$ cat src/fci_pkg.sv
// ----------------------------------------------------------------------------
// fci_pkg
// shared constants, register codes, status type and duty helper for the
// fan curve interpolation unit
// ----------------------------------------------------------------------------
package fci_pkg;

   // default parameter values
   localparam int MAX_POINTS_DEF     = 6;
   localparam int TEMP_FRAC_BITS_DEF = 8;

   // field widths
   localparam int TEMP_W     = 16;
   localparam int DUTY_W     = 15;
   localparam int PCT_W      = 7;
   localparam int PCT_FRAC_W = 8;
   localparam int CSR_W      = 16;
   localparam int CSR_IDX_W  = 3;
   localparam int COUNT_W    = 3;

   // register indexes
   localparam logic [CSR_IDX_W-1:0] CSR_POINT_COUNT = 3'd0;
   localparam logic [CSR_IDX_W-1:0] CSR_POINT_0     = 3'd1;

   // reset values
   localparam logic [COUNT_W-1:0] COUNT_RESET   = 3'd2;
   localparam logic [CSR_W-1:0]   POINT_0_RESET = 16'd7680;
   localparam logic [CSR_W-1:0]   POINT_1_RESET = 16'd18020;

   // duty limits
   localparam logic [7:0]        PCT_MAX  = 8'd100;
   localparam logic [DUTY_W-1:0] DUTY_MAX = 15'd25600;

   // status of a serial arithmetic unit
   typedef struct packed {
      logic busy;
      logic done;
   } unit_status_type;

   // duty byte saturated to full scale
   function automatic logic [PCT_W-1:0] sat_pct(input logic [7:0] pct);
      logic [PCT_W-1:0] res;
      if (pct > PCT_MAX) begin
         res = PCT_MAX[PCT_W-1:0];
      end else begin
         res = pct[PCT_W-1:0];
      end
      return res;
   endfunction

endpackage

$ cat src/fci_mul.sv
// ----------------------------------------------------------------------------
// fci_mul
// bit-serial shift-add multiplier, one multiplier bit per cycle
// ----------------------------------------------------------------------------
module fci_mul #(
   parameter int OW = 16,
   parameter int MW = fci_pkg::PCT_W
) (
   input  logic                     clock,
   input  logic                     reset,
   input  logic                     start,
   input  logic [OW-1:0]            operand,
   input  logic [MW-1:0]            multiplier,
   output logic [OW-1:0]            product_hi,
   output logic [MW-1:0]            product_lo,
   output fci_pkg::unit_status_type status
);

   localparam int CNT_W = $clog2(MW + 1);

   logic [OW-1:0]    op_ff;
   logic [OW-1:0]    hi_ff;
   logic [MW-1:0]    lo_ff;
   logic [CNT_W-1:0] cnt_ff;
   logic             busy_ff;
   logic             done_ff;
   logic [OW:0]      sum;

   // add the operand when the current multiplier bit is set
   assign sum = lo_ff[0] ? ({1'b0, hi_ff} + {1'b0, op_ff}) : {1'b0, hi_ff};

   always_ff @(posedge clock) begin
      if (reset) begin
         busy_ff <= 1'b0;
         done_ff <= 1'b0;
         cnt_ff  <= '0;
      end else begin
         done_ff <= 1'b0;
         if (start) begin
            busy_ff <= 1'b1;
            cnt_ff  <= CNT_W'(MW);
         end else if (busy_ff) begin
            cnt_ff <= cnt_ff - CNT_W'(1);
            if (cnt_ff == CNT_W'(1)) begin
               busy_ff <= 1'b0;
               done_ff <= 1'b1;
            end
         end
      end
      if (start) begin
         op_ff <= operand;
         hi_ff <= '0;
         lo_ff <= multiplier;
      end else if (busy_ff) begin
         hi_ff <= sum[OW:1];
         lo_ff <= {sum[0], lo_ff[MW-1:1]};
      end
   end

   assign product_hi  = hi_ff;
   assign product_lo  = lo_ff;
   assign status.busy = busy_ff;
   assign status.done = done_ff;

endmodule

$ cat src/fci_div.sv
// ----------------------------------------------------------------------------
// fci_div
// restoring divider, one quotient bit per cycle
// ----------------------------------------------------------------------------
module fci_div #(
   parameter int DW = 16,
   parameter int QW = fci_pkg::DUTY_W
) (
   input  logic                     clock,
   input  logic                     reset,
   input  logic                     start,
   input  logic [DW-1:0]            rem_init,
   input  logic [QW-1:0]            low_bits,
   input  logic [DW-1:0]            divisor,
   output logic [QW-1:0]            quotient,
   output fci_pkg::unit_status_type status
);

   localparam int CNT_W = $clog2(QW + 1);

   logic [DW-1:0]    rem_ff;
   logic [QW-1:0]    sh_ff;
   logic [DW-1:0]    dsr_ff;
   logic [CNT_W-1:0] cnt_ff;
   logic             busy_ff;
   logic             done_ff;
   logic [DW:0]      cur;
   logic [DW+1:0]    diff;
   logic             q_bit;

   // remainder stays below the divisor, so the trial fits one bit wider
   assign cur   = {rem_ff, sh_ff[QW-1]};
   assign diff  = {1'b0, cur} - {2'b00, dsr_ff};
   assign q_bit = ~diff[DW+1];

   always_ff @(posedge clock) begin
      if (reset) begin
         busy_ff <= 1'b0;
         done_ff <= 1'b0;
         cnt_ff  <= '0;
      end else begin
         done_ff <= 1'b0;
         if (start) begin
            busy_ff <= 1'b1;
            cnt_ff  <= CNT_W'(QW);
         end else if (busy_ff) begin
            cnt_ff <= cnt_ff - CNT_W'(1);
            if (cnt_ff == CNT_W'(1)) begin
               busy_ff <= 1'b0;
               done_ff <= 1'b1;
            end
         end
      end
      if (start) begin
         rem_ff <= rem_init;
         sh_ff  <= low_bits;
         dsr_ff <= divisor;
      end else if (busy_ff) begin
         rem_ff <= q_bit ? diff[DW-1:0] : cur[DW-1:0];
         sh_ff  <= {sh_ff[QW-2:0], q_bit};
      end
   end

   assign quotient    = sh_ff;
   assign status.busy = busy_ff;
   assign status.done = done_ff;

endmodule

$ cat src/fan_curve_interpolation_unit.sv
// ----------------------------------------------------------------------------
// fan_curve_interpolation_unit
// maps a temperature sample to a fan duty through a piecewise-linear curve
// ----------------------------------------------------------------------------
//
//  channel   ports                               handshake
//  -------   ---------------------------------   ------------------------------
//  request   req_temperature                     start && !busy
//  response  rsp_duty, rsp_below_curve           rsp_valid, one cycle strobe
//  csr       csr_index, csr_wdata                csr_we, no wait, no read-back
//
//  sequence: walks 1 to MAX_POINTS-1 segments, then for an interpolated point
//  multiply start, multiply, hand-over, divide, finish; the result strobe
//  rises in the same cycle as busy falls
//  reset: synchronous, restores the default two-point curve
//  stalls: the receiver cannot stall; a new beat is taken while the previous
//  result is on the response ports
//
module fan_curve_interpolation_unit #(
   parameter int MAX_POINTS     = fci_pkg::MAX_POINTS_DEF,
   parameter int TEMP_FRAC_BITS = fci_pkg::TEMP_FRAC_BITS_DEF
) (
   input  logic                                  clock,
   input  logic                                  reset,
   // request
   input  logic                                  start,
   output logic                                  busy,
   input  logic signed [fci_pkg::TEMP_W-1:0]     req_temperature,
   // response
   output logic                                  rsp_valid,
   output logic        [fci_pkg::DUTY_W-1:0]     rsp_duty,
   output logic                                  rsp_below_curve,
   // configuration
   input  logic                                  csr_we,
   input  logic        [fci_pkg::CSR_IDX_W-1:0]  csr_index,
   input  logic        [fci_pkg::CSR_W-1:0]      csr_wdata
);

   // point temperature width, compare width, segment counter width
   localparam int PW = 8 + TEMP_FRAC_BITS;
   localparam int CW = ((PW > fci_pkg::TEMP_W) ? PW : fci_pkg::TEMP_W) + 1;
   localparam int SW = $clog2(MAX_POINTS);

   typedef enum logic [1:0] {
      ST_IDLE,
      ST_WALK,
      ST_MUL,
      ST_DIV
   } state_type;

   // configuration registers
   logic [fci_pkg::COUNT_W-1:0] point_count_ff;
   logic [fci_pkg::CSR_W-1:0]   point_ff [MAX_POINTS];

   // walk and result registers
   state_type                         state_ff, state_in;
   logic [fci_pkg::CSR_W-1:0]         work_ff [MAX_POINTS];
   logic [fci_pkg::CSR_W-1:0]         work_in [MAX_POINTS];
   logic [SW-1:0]                     seg_ff, seg_in;
   logic signed [fci_pkg::TEMP_W-1:0] temp_ff, temp_in;
   logic [PW-1:0]                     off_ff, off_in;
   logic [PW-1:0]                     dsr_ff, dsr_in;
   logic [fci_pkg::PCT_W-1:0]         base_ff, base_in;
   logic [fci_pkg::PCT_W-1:0]         mag_ff, mag_in;
   logic                              neg_ff, neg_in;
   logic                              mul_start_ff, mul_start_in;
   logic                              rsp_valid_ff, rsp_valid_in;
   logic [fci_pkg::DUTY_W-1:0]        rsp_duty_ff, rsp_duty_in;
   logic                              rsp_below_ff, rsp_below_in;

   // segment decode
   logic [fci_pkg::COUNT_W-1:0] n_clamped;
   logic [SW-1:0]               seg_init;
   logic signed [CW-1:0]        temp_w;
   logic signed [CW-1:0]        t0_w;
   logic signed [CW-1:0]        t1_w;
   logic [CW-1:0]               off_full;
   logic [CW-1:0]               dsr_full;
   logic [fci_pkg::PCT_W-1:0]   p0;
   logic [fci_pkg::PCT_W-1:0]   p1;
   logic [fci_pkg::DUTY_W-1:0]  d0;

   // serial arithmetic
   fci_pkg::unit_status_type    mul_status;
   fci_pkg::unit_status_type    div_status;
   logic [PW-1:0]               mul_hi;
   logic [fci_pkg::PCT_W-1:0]   mul_lo;
   logic [fci_pkg::DUTY_W-1:0]  quo;

   // ---------------------------------------------------------------------
   // configuration registers; points beyond MAX_POINTS are never read
   // ---------------------------------------------------------------------
   always_ff @(posedge clock) begin
      if (reset) begin
         point_count_ff <= fci_pkg::COUNT_RESET;
         for (int j = 0; j < MAX_POINTS; j++) begin
            point_ff[j] <= '0;
         end
         point_ff[0] <= fci_pkg::POINT_0_RESET;
         point_ff[1] <= fci_pkg::POINT_1_RESET;
      end else if (csr_we) begin
         if (csr_index == fci_pkg::CSR_POINT_COUNT) begin
            point_count_ff <= csr_wdata[fci_pkg::COUNT_W-1:0];
         end
         for (int j = 0; j < MAX_POINTS; j++) begin
            if (csr_index == fci_pkg::CSR_POINT_0 + fci_pkg::CSR_IDX_W'(j)) begin
               point_ff[j] <= csr_wdata;
            end
         end
      end
   end

   // ---------------------------------------------------------------------
   // point count clamped to the usable range, segments to walk
   // ---------------------------------------------------------------------
   always_comb begin
      if (point_count_ff < fci_pkg::COUNT_W'(2)) begin
         n_clamped = fci_pkg::COUNT_W'(2);
      end else if (point_count_ff > fci_pkg::COUNT_W'(MAX_POINTS)) begin
         n_clamped = fci_pkg::COUNT_W'(MAX_POINTS);
      end else begin
         n_clamped = point_count_ff;
      end
   end

   assign seg_init = SW'(n_clamped - fci_pkg::COUNT_W'(1));

   // ---------------------------------------------------------------------
   // current segment: start point in work tap 0, end point in work tap 1
   // ---------------------------------------------------------------------
   assign temp_w = {{(CW-fci_pkg::TEMP_W){temp_ff[fci_pkg::TEMP_W-1]}}, temp_ff};
   assign t0_w   = {{(CW-8){work_ff[0][15]}}, work_ff[0][15:8]} << TEMP_FRAC_BITS;
   assign t1_w   = {{(CW-8){work_ff[1][15]}}, work_ff[1][15:8]} << TEMP_FRAC_BITS;

   // inside a segment the offset and span are both non-negative and below 2^PW
   assign off_full = temp_w - t0_w;
   assign dsr_full = t1_w - t0_w;

   assign p0 = fci_pkg::sat_pct(work_ff[0][7:0]);
   assign p1 = fci_pkg::sat_pct(work_ff[1][7:0]);
   assign d0 = {base_ff, {fci_pkg::PCT_FRAC_W{1'b0}}};

   // ---------------------------------------------------------------------
   // sequencer: walk, multiply, divide, emit
   // ---------------------------------------------------------------------
   always_comb begin
      state_in     = state_ff;
      work_in      = work_ff;
      seg_in       = seg_ff;
      temp_in      = temp_ff;
      off_in       = off_ff;
      dsr_in       = dsr_ff;
      base_in      = base_ff;
      mag_in       = mag_ff;
      neg_in       = neg_ff;
      mul_start_in = 1'b0;
      rsp_valid_in = 1'b0;
      rsp_duty_in  = rsp_duty_ff;
      rsp_below_in = rsp_below_ff;
      case (state_ff)
         ST_IDLE: begin
            if (start) begin
               work_in  = point_ff;
               seg_in   = seg_init;
               temp_in  = req_temperature;
               state_in = ST_WALK;
            end
         end
         ST_WALK: begin
            if (t0_w > temp_w) begin
               // segment start above the sample
               rsp_valid_in = 1'b1;
               rsp_duty_in  = '0;
               rsp_below_in = 1'b1;
               state_in     = ST_IDLE;
            end else if (t1_w > temp_w) begin
               // sample inside this segment
               off_in       = off_full[PW-1:0];
               dsr_in       = dsr_full[PW-1:0];
               base_in      = p0;
               neg_in       = (p1 < p0);
               mag_in       = (p1 < p0) ? (p0 - p1) : (p1 - p0);
               mul_start_in = 1'b1;
               state_in     = ST_MUL;
            end else if (seg_ff == SW'(1)) begin
               // past the last point
               rsp_valid_in = 1'b1;
               rsp_duty_in  = {p1, {fci_pkg::PCT_FRAC_W{1'b0}}};
               rsp_below_in = 1'b0;
               state_in     = ST_IDLE;
            end else begin
               for (int j = 0; j < MAX_POINTS - 1; j++) begin
                  work_in[j] = work_ff[j+1];
               end
               seg_in = seg_ff - SW'(1);
            end
         end
         ST_MUL: begin
            if (mul_status.done) begin
               state_in = ST_DIV;
            end
         end
         ST_DIV: begin
            if (div_status.done) begin
               rsp_valid_in = 1'b1;
               rsp_duty_in  = neg_ff ? (d0 - quo) : (d0 + quo);
               rsp_below_in = 1'b0;
               state_in     = ST_IDLE;
            end
         end
         default: begin
            state_in = ST_IDLE;
         end
      endcase
   end

   always_ff @(posedge clock) begin
      if (reset) begin
         state_ff     <= ST_IDLE;
         mul_start_ff <= 1'b0;
         rsp_valid_ff <= 1'b0;
      end else begin
         state_ff     <= state_in;
         mul_start_ff <= mul_start_in;
         rsp_valid_ff <= rsp_valid_in;
      end
      work_ff      <= work_in;
      seg_ff       <= seg_in;
      temp_ff      <= temp_in;
      off_ff       <= off_in;
      dsr_ff       <= dsr_in;
      base_ff      <= base_in;
      mag_ff       <= mag_in;
      neg_ff       <= neg_in;
      rsp_duty_ff  <= rsp_duty_in;
      rsp_below_ff <= rsp_below_in;
   end

   // ---------------------------------------------------------------------
   // offset times duty step, shifted up by the duty fraction and divided by
   // the segment span; the quotient is below 2^15 so the upper product bits
   // already sit below the divisor
   // ---------------------------------------------------------------------
   fci_mul #(
      .OW (PW),
      .MW (fci_pkg::PCT_W)
   ) u_mul (
      .clock      (clock),
      .reset      (reset),
      .start      (mul_start_ff),
      .operand    (off_ff),
      .multiplier (mag_ff),
      .product_hi (mul_hi),
      .product_lo (mul_lo),
      .status     (mul_status)
   );

   fci_div #(
      .DW (PW),
      .QW (fci_pkg::DUTY_W)
   ) u_div (
      .clock    (clock),
      .reset    (reset),
      .start    (mul_status.done),
      .rem_init (mul_hi),
      .low_bits ({mul_lo, {fci_pkg::PCT_FRAC_W{1'b0}}}),
      .divisor  (dsr_ff),
      .quotient (quo),
      .status   (div_status)
   );

   // outputs
   assign busy            = (state_ff != ST_IDLE);
   assign rsp_valid       = rsp_valid_ff;
   assign rsp_duty        = rsp_duty_ff;
   assign rsp_below_curve = rsp_below_ff;

`ifndef NO_ASSERTIONS
   // a result strobe is never high on consecutive clock edges
   a_single_strobe: assert property (@(posedge clock) disable iff (reset)
      rsp_valid |=> !rsp_valid)
      else $error("result strobe held for two cycles");

   // below the curve the duty is zero
   a_below_zero: assert property (@(posedge clock) disable iff (reset)
      (rsp_valid && rsp_below_curve) |-> (rsp_duty == '0))
      else $error("non-zero duty below the curve");

   // duty within full scale
   a_duty_range: assert property (@(posedge clock) disable iff (reset)
      rsp_valid |-> (rsp_duty <= fci_pkg::DUTY_MAX))
      else $error("duty above full scale");

   // an accepted beat makes the block busy
   a_accept_busy: assert property (@(posedge clock) disable iff (reset)
      (start && !busy) |=> busy)
      else $error("accepted beat did not raise busy");

   // multiplier and divider never run together
   a_units_exclusive: assert property (@(posedge clock) disable iff (reset)
      !(mul_status.busy && div_status.busy))
      else $error("multiplier and divider busy together");
`endif

endmodule

$ cat config.mk
export PLATFORM = sky130hd
export DESIGN_NAME = fan_curve_interpolation_unit
export DESIGN_NICKNAME = d
export VERILOG_FILES = /design/src/fci_pkg.sv /design/src/fci_mul.sv /design/src/fci_div.sv /design/src/fan_curve_interpolation_unit.sv
export SDC_FILE = /design/constraint.sdc
export NUM_CORES = 1
export LEC_CHECK = 0
export BUFFER_PORTS_ARGS = -buffer_cell sky130_fd_sc_hd__buf_2
export CAP_MARGIN = 20
export CORE_ASPECT_RATIO = 0.8
export CORE_MARGIN = 4
export CORE_UTILIZATION = 61
export CTS_CLUSTER_DIAMETER = 40
export DETAILED_ROUTE_END_ITERATION = 16
export GPL_ROUTABILITY_DRIVEN = 0
export PLACE_DENSITY = 0.89
export SLEW_MARGIN = 20
export SYNTH_ARGS = -nofsm -noshare
export SYNTH_HDL_FRONTEND = slang
export SYNTH_SLANG_ARGS = --single-unit
$ cat constraint.sdc
create_clock -name clock -period 11.2 [get_ports clock]
set_clock_uncertainty 0.1 [all_clocks]
set_input_delay 0.56 -clock clock [delete_from_list [all_inputs] [get_ports clock]]
set_output_delay 0.56 -clock clock [all_outputs]
set_load 0.01 [all_outputs]
Word level (Yosys, flattened, before mapping)
Index checks and enable logic that the tools add are counted.

word-level totals
  register bits after elaboration = 378
  input bits = 39
  output and inout port bits = 18

cells by class
  add/sub/neg operators = 12
  $lt $le $gt $ge = 7
  equal/unequal tests = 21
  mux-type cells = 59
  bitwise gates (word level) = 5
  reductions and logical operators = 22

operators by type and width
  cell                                                                   number
  80-bit two-way mux                                                     3
  80-bit one-hot mux with 2 select lines                                 1
  15-bit two-way mux                                                     7
  96-bit two-way mux                                                     1
  16-bit two-way mux                                                     3
  7-bit two-way mux                                                      5
  16-bit > comparator                                                    2
  16-bit subtractor                                                      2
  15-bit one-hot mux with 2 select lines                                 1
  3-bit two-way mux                                                      8
  17-bit by 16-bit subtractor with 18-bit output                         1
  16-bit by 16-bit adder with 17-bit output                              1
  1-bit two-way mux                                                      17
  17-bit two-way mux                                                     1
  8-bit by 7-bit > comparator with 1-bit output (second input constant)  2
  2-bit AND reduction                                                    8
  15-bit adder                                                           1
  15-bit subtractor                                                      1
  7-bit subtractor                                                       2
  2-bit two-way mux                                                      6
  2-bit nonzero test                                                     5
  3-bit by 1-bit == test with 1-bit output (second input constant)       3
  3-bit == test (second input constant)                                  3
  3-bit OR reduction                                                     3
  other kinds (23)                                                       39

Depth between registers and ports, before layout
  depth in word-level cells = 6
  gate-level depth with buffers = 14
  mapped depth without buffers = 13

By module
Synthesis repeated with hierarchy kept, for this count alone.

unflattened totals
  cell total of the unflattened synthesis = 1794
  area, all modules = 18129.9 µm²

modules (own cells, without submodules)
  module                        instances  cells an instance  area each (µm²)  seq. area each (µm²)
  fan_curve_interpolation_unit  1          1262               12350.6          7166.9
  fci_div                       1          295                3280.6           1531.5
  fci_mul                       1          237                2498.6           1111.1

Worst setup path after synthesis
Ideal clock, no wire load.

  kind = input to register
  from = input start
  to = register seg_ff[0] (enable)
  data arrival time = 4.312 ns
  data required time = 10.651 ns
  setup slack = 6.340 ns
  stages = 4
  path buffers = 1
  path through = clkbuf_1 inv_1 nor2_1 a31o_1

on the way
  word-level cells in the longest chain between the ends = 2

RTL lines
  what                           line                                 text
  start, declared                fan_curve_interpolation_unit.sv:26   input logic start,
  2-bit != test (no line)        -
  5-bit AND reduction (no line)  -
  end signal, assigned           fan_curve_interpolation_unit.sv:228  seg_ff <= seg_in;
  end, declared                  fan_curve_interpolation_unit.sv:59   logic [SW-1:0] seg_ff, seg_in;

No other way between the ends.
A chain may end at the register's enable or synchronous reset.

Final worst setup path
  from = register work_ff, in the netlist t0_w[8]
  to = register work_ff, in the netlist t0_w[9] (enable)

on the way
  word-level cells in the longest chain between the ends = 3

RTL lines
  what                           line                                 text
  start, declared                fan_curve_interpolation_unit.sv:57   logic [fci_pkg::CSR_W-1:0] work_ff [MAX_POINTS];
  start signal, assigned         fan_curve_interpolation_unit.sv:227  work_ff <= work_in;
  16-bit > comparator            fan_curve_interpolation_unit.sv:170  if (t0_w > temp_w) begin
  2-bit != test (no line)        -
  5-bit AND reduction (no line)  -

No other way between the ends.

==> results.yml <==
worst_setup_path:
  critPathLaunchType: "flip-flop"
  reg2reg_depth: 10
  crit_type: "reg -> reg"
  endpoint_kind: "flip-flop"
  crit_fanout: 54
  arrival_ns: 3.69
  cp.required_ns: 11.28
synth:
  synth_top_family_by_area: "simple AND/OR/NAND/NOR gates"
  async_reset_ff_share_pct: 0
  synth_commonest_cells: "nand2_1, edfxtp_1, dfxtp_1, a21oi_1, o21ai_0"
  syn_area_sq_um: 16900
  synth-seq-cells: 362
  yosysTopAreaCell: "edfxtp_1"
  synthTopCellsByArea: "edfxtp_1, dfxtp_1, nand2_1"
  synth-edff-count: 224
  synthAdderAreaFrac_pct: 6.75
  yosysMostFrequentCell: "nand2_1"
  synth_nets: 1810
  yosys.area_share.simple_pct: 15.4
  synth_top_area_share_pct: 39.8
  synthMuxAreaShare_pct: 2.74
  yosys.cell_types.count: 71
  synth-compound-area-share_pct: 12.9
  synth-xor-area-share_pct: 2.43
  seq_area_frac_synth_pct: 56.1
  yosysWarnings: 0
  syn_area_per_cell_sq_um: 10.0
  syn_inst: 1684
  synthFlopType: "edfxtp_1"
route:
  drtPass1Iterations: 6
  drtIter0Drc: 1423
  post_drt_wl_per_cell_um: 17.7
  drc: 0
  drt-total-wl_um: 37400
  ant_nets: 0
  num_vias: 12500
  viasPerCell: 5.93
sta:
  relSlewSlack_pct: 28.9
  tns_ns: 0
  finalHoldViolations: 0
  min_period_ns: 3.61
  hold_ws_ns: 0.0844
  final_max_slew_viol_count: 0
  fmax_mhz: 277
  rsz0062_at_grt: "no"
  worstMarginPinSlew_ns: 1.06
  setup_violations: 0
  period_share_pct: 32.2
die:
  ioPinCount: 57
  die_y_um: 157
  initial_core_util_pct: 61.9
  placeableCoreArea_sq_um: 27300
  rows: 54
  die_area_sq_um: 30500
  die_w_um: 194
layout:
  nFillCells: 1900
  nets: 1843
  area_growth_pct: 10.7
  layout-drive-gt1-share_pct: 9.74
  diodes: 0
job:
  maxCapViolCount: 0
clocking:
  worstSkewPairLatency_ns: 0.55
  cts_buffers: 38
  root_buffer: "clkbuf_16"
  h-tree-depth: 2
  cts_tree: "done"
  clockBufferDepth: 3
  clk_pin_slew_ns: 0.07
  clock_sinks: 362
  holdBufCountCts: 0
  cts_resized: 0
  postCtsSetupRepairBufs: 0
worst_hold_path:
  hp-class: "in -> reg"
  min_delay_path_depth: 1
place:
  hpwl_um: 24900
  io_buffers: 56
global_route:
  grt_pass1_vias: 12300
  grt_pass1_wl_um: 60700
  grt_overflow: 0
  grt_max_degree: 104
  grt_use_total_pct: 24.2
  grt_antenna_before_repair: 0
power:
  p_leak_nw: 7.01
  power_density_nw_per_um2: 273
  ir_drop_mv: 0.145
run_status:
  run_status: "finished clean"
critical path, cell delays in order, from the launching register on:
cell and delay (ns):
edfxtp_1 0.42, ha_1 0.23, inv_1 0.07, fa_1 0.21, a21o_1 0.15, a21oi_1 0.14
o2111ai_1 0.34, nand3_1 0.21, nor2_1 0.19, a31o_4 0.46, buf_4 0.68
where the power goes:
group / total (mW) / internal (mW) / switching, mW
registers: 2.12 / 1.92 / 0.204
clock network: 1.24 / 0.696 / 0.543
logic: 1.75 / 0.666 / 1.08
registers in the layout, indices dropped and copies added, names as in the netlist, 15 cells and up, named ones only:
| signal | count |
|---|---|
| off_ff | 16 |
| u_div.quotient | 15 |
| u_div.rem_ff | 16 |
| work_ff | 80 |
| u_mul.product_hi | 16 |
| rsp_duty | 15 |
| temp_ff | 16 |
| u_mul.op_ff | 16 |
| point_ff | 96 |
worst paths after layout:
kind                       startpoint                to  slack [ns]
hold / removal    req_temperature[13]       temp_ff[13]        0.08
hold reg to reg            dsr_ff[13]  u_div.dsr_ff[13]        0.31
setup reg to reg              t0_w[8]           t0_w[9]        7.59
setup / recovery              t0_w[8]           t0_w[9]        7.59
final cells by class:
type	instances	area [sq um]	share of cell area, %
flip-flops and latches	362	9490	50.7
multi-input cells	1160	6820	36.4
clock buffers	43	980	5.23
repair buffers	70	392	2.09
well taps	364	455	2.43
clock inverters	26	265	1.42
inverters	85	319	1.70
layer usage:
metal	global-route usage [%]	vias up	wire length, um
met1	32.3	5878	15100
li1	-	5920	-
met4	8.10	0	767
met2	40.7	637	18000
met5	0	-	0
met3	4.67	71	3490
per-stage QoR:
step / setup slack [ns] / instance area [sq um] / util, % / instances / power, mW
floorplan: 6.34 / 16900 / - / 1684 / 3.38
global placement: 7.22 / 17500 / 63.9 / 2039 / 3.72
detailed placement: 7.15 / 17500 / 64.0 / 2040 / 3.83
CTS: 7.63 / 18700 / 68.5 / 2109 / 5.09
global route: 7.33 / 18700 / 68.6 / 2110 / 5.40
finish: 7.59 / 18700 / 68.6 / 2110 / 5.11
placed cells by master (no fill, tap or decap), types with 5 or more instances in the layout:
master,count
a211oi_1,10
a21o_1,11
a21oi_1,137
a311oi_1,7
a31oi_1,8
buf_2,55
buf_4,14
clkbuf_16,38
clkinv_2,7
clkinv_4,6
dfxtp_1,137
edfxtp_1,224
fa_1,7
ha_1,80
inv_1,84
mux2_2,18
mux2i_1,26
nand2_1,413
nand2b_1,15
nand3_1,22
nor2_1,84
nor2b_1,18
nor3_1,10
nor4_1,5
o21a_1,14
o21ai_0,120
o21ai_1,10
o21bai_1,5
o22ai_1,8
o31ai_1,8
or3_1,9
xnor2_1,28
xor2_1,19
kinds of logic (layout without fill, tap and decap cells):
logic type / count (synthesis) / count (layout)
simple gates: 612 / 612
compound gates: 370 / 370
flops: 362 / 362
buf+inv: 162 / 224
fa+ha+maj: 87 / 87
xor+xnor: 47 / 47
mux: 44 / 44
Note: power is estimated with default switching activity, not from simulation.
